### config.mk
export PLATFORM = sky130hd
export DESIGN_NAME = async_serial_bit_deframer_flat
export DESIGN_NICKNAME = d
export VERILOG_FILES = /design/src/hdl/asbd_pkg.sv /design/src/hdl/asbd_in_if.sv /design/src/hdl/asbd_out_if.sv /design/src/hdl/asbd_cell.sv /design/src/hdl/asbd_frame_chk.sv /design/src/hdl/async_serial_bit_deframer.sv /design/src/flat_wrapper.sv
export SDC_FILE = /design/constraint.sdc
export NUM_CORES = 1
export LEC_CHECK = 0
export ABC_AREA = 1
export BUFFER_PORTS_ARGS = -buffer_cell sky130_fd_sc_hd__buf_2
export CORE_ASPECT_RATIO = 1.4
export CORE_MARGIN = 3
export CORE_UTILIZATION = 60
export CTS_BUF_LIST = sky130_fd_sc_hd__clkbuf_4 sky130_fd_sc_hd__clkbuf_8
export DETAILED_ROUTE_END_ITERATION = 12
export PLACE_DENSITY = 0.84
export SYNTH_ARGS = -nofsm -noshare
export SYNTH_HDL_FRONTEND = slang
export SYNTH_SLANG_ARGS = --single-unit
export TNS_END_PERCENT = 50
### constraint.sdc
create_clock -name clk -period 3.8 [get_ports clk]
set_input_delay 0.19 -clock clk [delete_from_list [all_inputs] [get_ports clk]]
set_output_delay 0.19 -clock clk [all_outputs]
set_load 0.02 [all_outputs]
### src/hdl/asbd_pkg.sv
package asbd_pkg;

	localparam int WINDOW_BITS = 11;
	localparam int IDX_W       = $clog2(WINDOW_BITS);
	localparam int DATA_W      = 8;
	localparam int DCNT_W      = 4;
	localparam int CFG_IDX_W   = 2;
	localparam int CFG_DATA_W  = 4;

	localparam logic [DCNT_W-1:0] DATA_BITS_MIN   = DCNT_W'(5);
	localparam logic [DCNT_W-1:0] DATA_BITS_MAX   = DCNT_W'(8);
	localparam logic [DCNT_W-1:0] DATA_BITS_RESET = DCNT_W'(8);

	typedef logic [1:0] opcode_t;
	localparam opcode_t OP_DATA    = 2'd0;
	localparam opcode_t OP_CARRIER = 2'd1;

	typedef logic [CFG_IDX_W-1:0] cfg_idx_t;
	localparam cfg_idx_t CFG_DATA_BIT_COUNT = 2'd0;
	localparam cfg_idx_t CFG_STOP_BIT_COUNT = 2'd1;
	localparam cfg_idx_t CFG_LSB_FIRST      = 2'd2;

	typedef enum logic [1:0] {
		PH_WAIT_CARRIER = 2'd0,
		PH_WAIT_MARK    = 2'd1,
		PH_ARMED        = 2'd2
	} phase_t;

	typedef struct packed {
		logic value;
		logic valid;
	} cell_link_t;

	typedef struct packed {
		logic append;
		logic shift;
		logic clear;
		logic line_bit;
	} cell_ctl_t;

endpackage

### src/hdl/asbd_in_if.sv
interface asbd_in_if;
	logic       valid;
	logic       ready;
	logic [1:0] opcode;
	logic       line_bit;

	modport source (output valid, output opcode, output line_bit, input ready);
	modport sink (input valid, input opcode, input line_bit, output ready);
endinterface

### src/hdl/asbd_out_if.sv
interface asbd_out_if;
	logic       valid;
	logic       ready;
	logic [7:0] data_byte;

	modport source (output valid, output data_byte, input ready);
	modport sink (input valid, input data_byte, output ready);
endinterface

### src/hdl/asbd_cell.sv
module asbd_cell (
	input  logic                   clk,
	input  logic                   arst_n,
	input  asbd_pkg::cell_ctl_t    ctl,
	input  logic                   lower_valid,
	input  asbd_pkg::cell_link_t   upper_post,
	output asbd_pkg::cell_link_t   post,
	output asbd_pkg::cell_link_t   held
);
	import asbd_pkg::*;

	logic value_q;
	logic valid_q;
	logic insert;

	// The incoming bit lands in the lowest empty cell.
	assign insert     = ctl.append && !valid_q && lower_valid;
	assign post.value = insert ? ctl.line_bit : value_q;
	assign post.valid = valid_q || insert;
	assign held.value = value_q;
	assign held.valid = valid_q;

	always_ff @(posedge clk or negedge arst_n) begin
		if (!arst_n) begin
			valid_q <= 1'b0;
		end else if (ctl.clear) begin
			valid_q <= 1'b0;
		end else if (ctl.shift) begin
			valid_q <= upper_post.valid;
		end else if (ctl.append) begin
			valid_q <= post.valid;
		end
	end

	always_ff @(posedge clk) begin
		if (ctl.shift) begin
			value_q <= upper_post.value;
		end else if (ctl.append) begin
			value_q <= post.value;
		end
	end
endmodule

### src/hdl/asbd_frame_chk.sv
module asbd_frame_chk (
	input  logic [asbd_pkg::WINDOW_BITS-1:0] win_value,
	input  logic [asbd_pkg::WINDOW_BITS-1:0] win_valid,
	input  logic [asbd_pkg::DCNT_W-1:0]      data_bits,
	input  logic                             two_stop,
	input  logic                             lsb_first,
	output logic                             full,
	output logic                             good,
	output logic [asbd_pkg::DATA_W-1:0]      ch
);
	import asbd_pkg::*;

	logic [IDX_W-1:0] last_idx;
	logic [IDX_W-1:0] stop1_idx;
	logic [IDX_W-1:0] stop2_idx;

	assign last_idx  = IDX_W'(data_bits) + IDX_W'(1) + IDX_W'(two_stop);
	assign stop1_idx = IDX_W'(data_bits) + IDX_W'(1);
	assign stop2_idx = IDX_W'(data_bits) + IDX_W'(2);

	assign full = win_valid[last_idx];
	assign good = !win_value[0] && win_value[stop1_idx] && (!two_stop || win_value[stop2_idx]);

	always_comb begin
		ch = '0;
		for (int i = 0; i < DATA_W; i++) begin
			if (DCNT_W'(i) < data_bits) begin
				if (lsb_first) begin
					ch[i] = win_value[IDX_W'(i + 1)];
				end else begin
					ch[i] = win_value[IDX_W'(data_bits) - IDX_W'(i)];
				end
			end
		end
	end
endmodule

### src/hdl/async_serial_bit_deframer.sv
// A character is shown on dout in the cycle after the transfer of its last stop bit.
// Throughput: one line event per cycle while din is ready; every window cell updates in the cycle of the transfer.
// The output register holds one character, so din stalls only while a character waits and dout is not ready.
// Reset: 8 data bits, 1 stop bit, MSB first, window empty, waiting for carrier.
// The window cells reset their valid flags at once; no clearing pass is needed.
module async_serial_bit_deframer (
	input  logic                                clk,
	input  logic                                arst_n,
	input  logic                                cfg_we,
	input  logic [asbd_pkg::CFG_IDX_W-1:0]      cfg_index,
	input  logic [asbd_pkg::CFG_DATA_W-1:0]     cfg_wdata,
	asbd_in_if.sink                             din,
	asbd_out_if.source                          dout
);
	import asbd_pkg::*;

	logic [DCNT_W-1:0]      data_bits_q;
	logic                   two_stop_q;
	logic                   lsb_first_q;
	phase_t                 phase_q;
	phase_t                 phase_d;
	logic                   out_valid_q;
	logic [DATA_W-1:0]      data_byte_q;

	logic                   accept;
	logic                   data_en;
	logic                   cfg_clear;
	logic                   full;
	logic                   good;
	logic [DATA_W-1:0]      ch;
	cell_ctl_t              ctl;
	cell_link_t             post [WINDOW_BITS];
	cell_link_t             held [WINDOW_BITS];
	logic [WINDOW_BITS-1:0] post_value;
	logic [WINDOW_BITS-1:0] post_valid;
	logic [WINDOW_BITS-1:0] held_valid;

	assign din.ready      = !out_valid_q || dout.ready;
	assign accept         = din.valid && din.ready;
	assign dout.valid     = out_valid_q;
	assign dout.data_byte = data_byte_q;

	always_ff @(posedge clk or negedge arst_n) begin
		if (!arst_n) begin
			data_bits_q <= DATA_BITS_RESET;
			two_stop_q  <= 1'b0;
			lsb_first_q <= 1'b0;
		end else if (cfg_we) begin
			unique case (cfg_index)
				CFG_DATA_BIT_COUNT: begin
					if (cfg_wdata < DATA_BITS_MIN) begin
						data_bits_q <= DATA_BITS_MIN;
					end else if (cfg_wdata > DATA_BITS_MAX) begin
						data_bits_q <= DATA_BITS_MAX;
					end else begin
						data_bits_q <= cfg_wdata;
					end
				end
				CFG_STOP_BIT_COUNT: two_stop_q <= cfg_wdata[1];
				CFG_LSB_FIRST: lsb_first_q <= cfg_wdata[0];
				default: ;
			endcase
		end
	end

	assign cfg_clear = cfg_we &&
		(cfg_index == CFG_DATA_BIT_COUNT || cfg_index == CFG_STOP_BIT_COUNT);

	always_comb begin
		phase_d = phase_q;
		if (accept) begin
			unique case (phase_q)
				PH_ARMED: phase_d = PH_ARMED;
				PH_WAIT_MARK: begin
					if (din.opcode == OP_DATA && din.line_bit) begin
						phase_d = PH_ARMED;
					end
				end
				default: begin
					if (din.opcode == OP_CARRIER) begin
						phase_d = PH_WAIT_MARK;
					end else begin
						phase_d = PH_WAIT_CARRIER;
					end
				end
			endcase
		end
	end

	always_comb begin
		data_en = accept && phase_q == PH_ARMED && din.opcode == OP_DATA;
		ctl.append   = data_en;
		ctl.line_bit = din.line_bit;
		ctl.shift    = data_en && full && !good;
		ctl.clear    = cfg_clear || (data_en && full && good);
	end

	always_ff @(posedge clk or negedge arst_n) begin
		if (!arst_n) begin
			phase_q <= PH_WAIT_CARRIER;
		end else begin
			phase_q <= phase_d;
		end
	end

	for (genvar i = 0; i < WINDOW_BITS; i++) begin : g_cell
		logic       lower_valid;
		cell_link_t upper_post;

		if (i == 0) begin : g_first
			assign lower_valid = 1'b1;
		end else begin : g_inner
			assign lower_valid = held[i-1].valid;
		end

		if (i == WINDOW_BITS - 1) begin : g_last
			assign upper_post = '0;
		end else begin : g_below
			assign upper_post = post[i+1];
		end

		asbd_cell u_cell (
			.clk         (clk),
			.arst_n      (arst_n),
			.ctl         (ctl),
			.lower_valid (lower_valid),
			.upper_post  (upper_post),
			.post        (post[i]),
			.held        (held[i])
		);

		assign post_value[i] = post[i].value;
		assign post_valid[i] = post[i].valid;
		assign held_valid[i] = held[i].valid;
	end

	asbd_frame_chk u_frame_chk (
		.win_value (post_value),
		.win_valid (post_valid),
		.data_bits (data_bits_q),
		.two_stop  (two_stop_q),
		.lsb_first (lsb_first_q),
		.full      (full),
		.good      (good),
		.ch        (ch)
	);

	always_ff @(posedge clk or negedge arst_n) begin
		if (!arst_n) begin
			out_valid_q <= 1'b0;
		end else if (data_en && full && good) begin
			out_valid_q <= 1'b1;
		end else if (dout.ready) begin
			out_valid_q <= 1'b0;
		end
	end

	always_ff @(posedge clk) begin
		if (data_en && full && good) begin
			data_byte_q <= ch;
		end
	end

	// The filled cells always form a contiguous run from the oldest bit.
	assert property (@(posedge clk) disable iff (!arst_n)
		((held_valid + WINDOW_BITS'(1)) & held_valid) == '0)
		else $error("window cells are not filled from the bottom");

	// A frame is checked as its last bit enters the window, so the topmost cell never holds a bit.
	assert property (@(posedge clk) disable iff (!arst_n)
		!held_valid[WINDOW_BITS-1])
		else $error("window overflow");

	// A good frame empties the whole window.
	assert property (@(posedge clk) disable iff (!arst_n)
		(data_en && full && good) |=> held_valid == '0)
		else $error("window not cleared after a good frame");

	// Once armed, the receiver stays armed.
	assert property (@(posedge clk) disable iff (!arst_n)
		phase_q == PH_ARMED |=> phase_q == PH_ARMED)
		else $error("receiver left the armed phase");
endmodule

### src/flat_wrapper.sv
// flat-port wrapper written by rule: the top's interface ports become plain ports
module async_serial_bit_deframer_flat import asbd_pkg::*;
  (clk, arst_n, cfg_we, cfg_index, cfg_wdata, din_valid, din_opcode, din_line_bit, din_ready, dout_valid, dout_data_byte, dout_ready);
  asbd_in_if din_i ();
  asbd_out_if dout_i ();
  input  logic clk;
  input  logic arst_n;
  input  logic cfg_we;
  input  logic [asbd_pkg::CFG_IDX_W-1:0] cfg_index;
  input  logic [asbd_pkg::CFG_DATA_W-1:0] cfg_wdata;
  input wire logic [$bits(din_i.valid)-1:0] din_valid;
  input wire logic [$bits(din_i.opcode)-1:0] din_opcode;
  input wire logic [$bits(din_i.line_bit)-1:0] din_line_bit;
  output wire logic [$bits(din_i.ready)-1:0] din_ready;
  output wire logic [$bits(dout_i.valid)-1:0] dout_valid;
  output wire logic [$bits(dout_i.data_byte)-1:0] dout_data_byte;
  input wire logic [$bits(dout_i.ready)-1:0] dout_ready;
  assign din_i.valid = din_valid;
  assign din_i.opcode = din_opcode;
  assign din_i.line_bit = din_line_bit;
  assign din_ready = din_i.ready;
  assign dout_valid = dout_i.valid;
  assign dout_data_byte = dout_i.data_byte;
  assign dout_i.ready = dout_ready;
  async_serial_bit_deframer u_core (.clk(clk), .arst_n(arst_n), .cfg_we(cfg_we), .cfg_index(cfg_index), .cfg_wdata(cfg_wdata), .din(din_i), .dout(dout_i));
endmodule
==> metrics.md <==
| Metric | Value |
|---|---|
| Initial DRT Pass Iterations | `6` |
| Synth Area per Inst | `6.864 µm²` |
| Pwr Density | `473.6 nW/µm²` |
| Skew final | `4.212 ps` |
| Skew-Pair Late Insertion Delay | `290 ps` |
| Post-synth EDFFs | `18` |
| Clock Root Buffer | `clkbuf_8` |
| Min Hold Slack | `88.71 ps` |
| Post-synth top cells | `nand2_1 (118), nand3_1 (73), inv_1 (60)` |
| Fin crit share | `0.8201` |
| Final ANT Viol Nets | `0` |
| Pint | `889.5 µW` |
| Proportion of layout cells with a drive suffix above 1 | `0.1042` |
| Die area | `6144 µm²` |
| Switching share of total power | `0.4437` |
| Total track usage | `0.2912` |
| Largest net degree at the start of global routing | `27` |
| Starting density of the core | `0.6331` |
| Hold Vio Cnt, Final | `0` |
| Antenna violations before repair | `0` |
| Sequential fraction of design power | `0.360` |
| Final Worst Setup Slack | `683.5 ps` |
| Clock power share | `0.176` |
| Slew HR | `0.6621` |
| Leakage | `0.001689 µW` |
| Clk sink count | `39` |
| Switching Power | `709.4 µW` |
| Post-synthesis sequential area ratio | `0.3387` |
| Chip Width | `67.11 µm` |
| Ant diodes | `0` |
| Area Overhead vs Synth | `7.619%` |
| CTS Buf Count | `5` |
| Combinational Power Share | `0.464` |
| Core ar. | `4955 µm²` |
| Routability cong. | `1.041` |
| Initial DRC Count | `254` |
| Synthesized area | `3137 µm²` |
| Detailed placement HPWL | `6597 µm` |
| Max-slew violations | `0` |
| Top post-synthesis cells by area | `edfxtp_1 (17%), dfrtp_1 (15%), nand2_1 (14%)` |
| Dominant cell type by area after synthesis | `edfxtp_1` |
| Boundary Pins | `24` |
| Synth top area share | `0.1723` |
| Final net count | `507` |
| Worst EP arrival | `3160 ps` |
| Row cnt | `30` |
| DR WL/cell | `15.06 µm` |
| Worst-path maximum fanout | `26` |
| Most common cell in the netlist | `nand2_1` |
| Post-cts gate resize count | `0` |
| GRT overflow | `0` |
| CTS tree | `done` |
| Synth Warn # | `0` |
| Number of max-cap violations | `0` |
| Syn Nets | `485` |
| Peak VDD IR | `0.2811 mV` |
| Main synth FF type | `dfrtp_1` |
| HP Class | `input port to flop` |
| Outcome | `finished, final reports clean` |
| Final Power | `1599 µW` |
| Maximum clock insertion buffer count | `2` |
| Fmax | `0.3209 GHz` |
| Cells after synthesis | `457` |
| Port Buffers | `23` |
| Worst-path clk slew | `80 ps` |
| First-pass GRT wire length | `13780 µm` |
| Post-synth cell types | `39` |
| Critical path class | `flop to flop` |
| Vias in the first global route | `3024` |
| Yosys reg bits | `39` |
| Number of fillers in the final layout | `452` |
| FFs w/ async S/R, synth | `0.5128` |
| Crit path time final | `3117 ps` |
| Pre-CTS setup slack | `705.5 ps` |
| Crit path launch type | `flop` |
| # setup viols final | `0` |
| Drt drc | `0` |
| H-tree lvl count | `2` |
| Wirelength, routed | `8191 µm` |
| Unrepaired setup endpoints after global routing | `no` |
| DIE HEIGHT | `91.55 µm` |
| Worst slew pin tran | `505.7 ps` |
| Routed vias/inst | `5.790` |
| Worst Path Required | `3850 ps` |
| Worst setup EP type | `flop` |
| Vias | `3150` |
| Fin Setup TNS | `0 ps` |
-- through the flow --
stage	utilization	std cells	instance area, µm²
6_report	0.6813	544	3376
5_1_grt	0.6813	544	3376
4_1_cts	0.6813	544	3376
3_5_place_dp	0.6616	535	3278
3_3_place_gp	0.6616	535	3278
2_1_floorplan	-	457	3137
-- cell families after synthesis --
group / synth area share
AO/OA/AOI/OAI: 0.1245
XOR/XNOR: 0.01955
adder cells (fa/ha/maj): 0.05584
buffers and inverters: 0.1057
flip-flops: 0.3387
AND/OR/NAND/NOR: 0.3558
-- critical path: stages (launching register included) --
cell,delay (ps)
dfrtp_1,390
inv_1,80
ha_1,170
nand2_1,90
nor2_4,430
buf_4,340
nand3_2,100
nand2_1,180
nand2_1,90
nand3_1,100
nand3_1,100
nand3_1,110
nand3_2,120
nand2_4,160
nand2_4,150
inv_2,190
o21ai_1,80
-- routing by layer --
metal / up-vias / wire (µm) / track usage
met1: 1420 / 3210 / 0.3497
met4: 0 / 357 / 0.1506
met5: - / 0 / 0
li1: 1554 / - / -
met3: 32 / 481 / 0.04455
met2: 144 / 4141 / 0.4873
-- power groups by stage --
stage / Sequential [µW] / Clock [µW] / Combinational (µW)
after floorplan: 559 / 0 / 570
after global placement: 581 / 0 / 716
after detailed placement: 581 / 0 / 728
after CTS: 572 / 290 / 733
after global routing: 583 / 302 / 840
final: 575 / 282 / 742
-- cell type report --
cell class / count / area (µm²) / area share
clock inverter: 3 / 18.77 / 0.005560
sequential: 39 / 1062 / 0.3147
timing repair buffer: 29 / 162.7 / 0.04818
inverter: 64 / 240.2 / 0.07116
clock buffer: 5 / 68.82 / 0.02039
multi-input combinational: 340 / 1743 / 0.5163
tap: 64 / 80.08 / 0.02372
-- worst paths after layout --
path | end | depth (start not counted) | from | slack [ps]
max reg2reg | u_core.g_cell[3].u_cell.value_q | 16 | u_core.phase_q[0] | 680
max in group asynchronous | u_core.data_bits_q[3] | 2 | arst_n | 3080
min reg2reg | u_core.phase_q[1] | 1 | u_core.phase_q[1] | 530
max | u_core.g_cell[3].u_cell.value_q | 16 | u_core.phase_q[0] | 680
min | u_core.data_bits_q[1] | 2 | cfg_wdata[3] | 90
min in group asynchronous | u_core.data_bits_q[2] | 2 | arst_n | 380
-- registers in the layout, indices dropped and copies added, names as in the netlist --
signal,flops
u_core.lsb_first_q,1
u_core.dout.valid,1
u_core.g_cell.u_cell.value_q,11
u_core.two_stop_q,1
u_core.dout.data_byte,8
u_core.g_cell.u_cell.valid_q,11
u_core.data_bits_q,4
u_core.phase_q,2
-- layout by cell type, fill, tap and decap left out, types with 2 or more instances in the layout --
cell type,synthesis,routed
edfxtp_1,18,18
and2_1,3,3
xor2_1,4,4
dfrtp_1,19,19
nor2_1,39,39
inv_2,3,3
buf_4,4,5
nand3_2,3,3
o22ai_1,3,3
a31oi_1,6,6
nand3_1,73,73
ha_1,14,14
o21ai_0,16,16
nand3b_1,2,2
a211oi_1,2,2
o211ai_1,6,6
xnor2_1,3,3
inv_1,60,60
nor2_4,2,2
nand4_1,4,4
o21ai_1,7,7
clkbuf_8,0,5
nand2_4,2,2
nand2_1,118,118
a21oi_1,23,23
buf_2,1,23
nor3_1,3,3
-- repair_timing --
action                                 CTS  global route
endpoints found under the hold margin   19             0
hold buffers                             1             0
buffers inserted                         0             0
(Power assumes the default switching activity.)
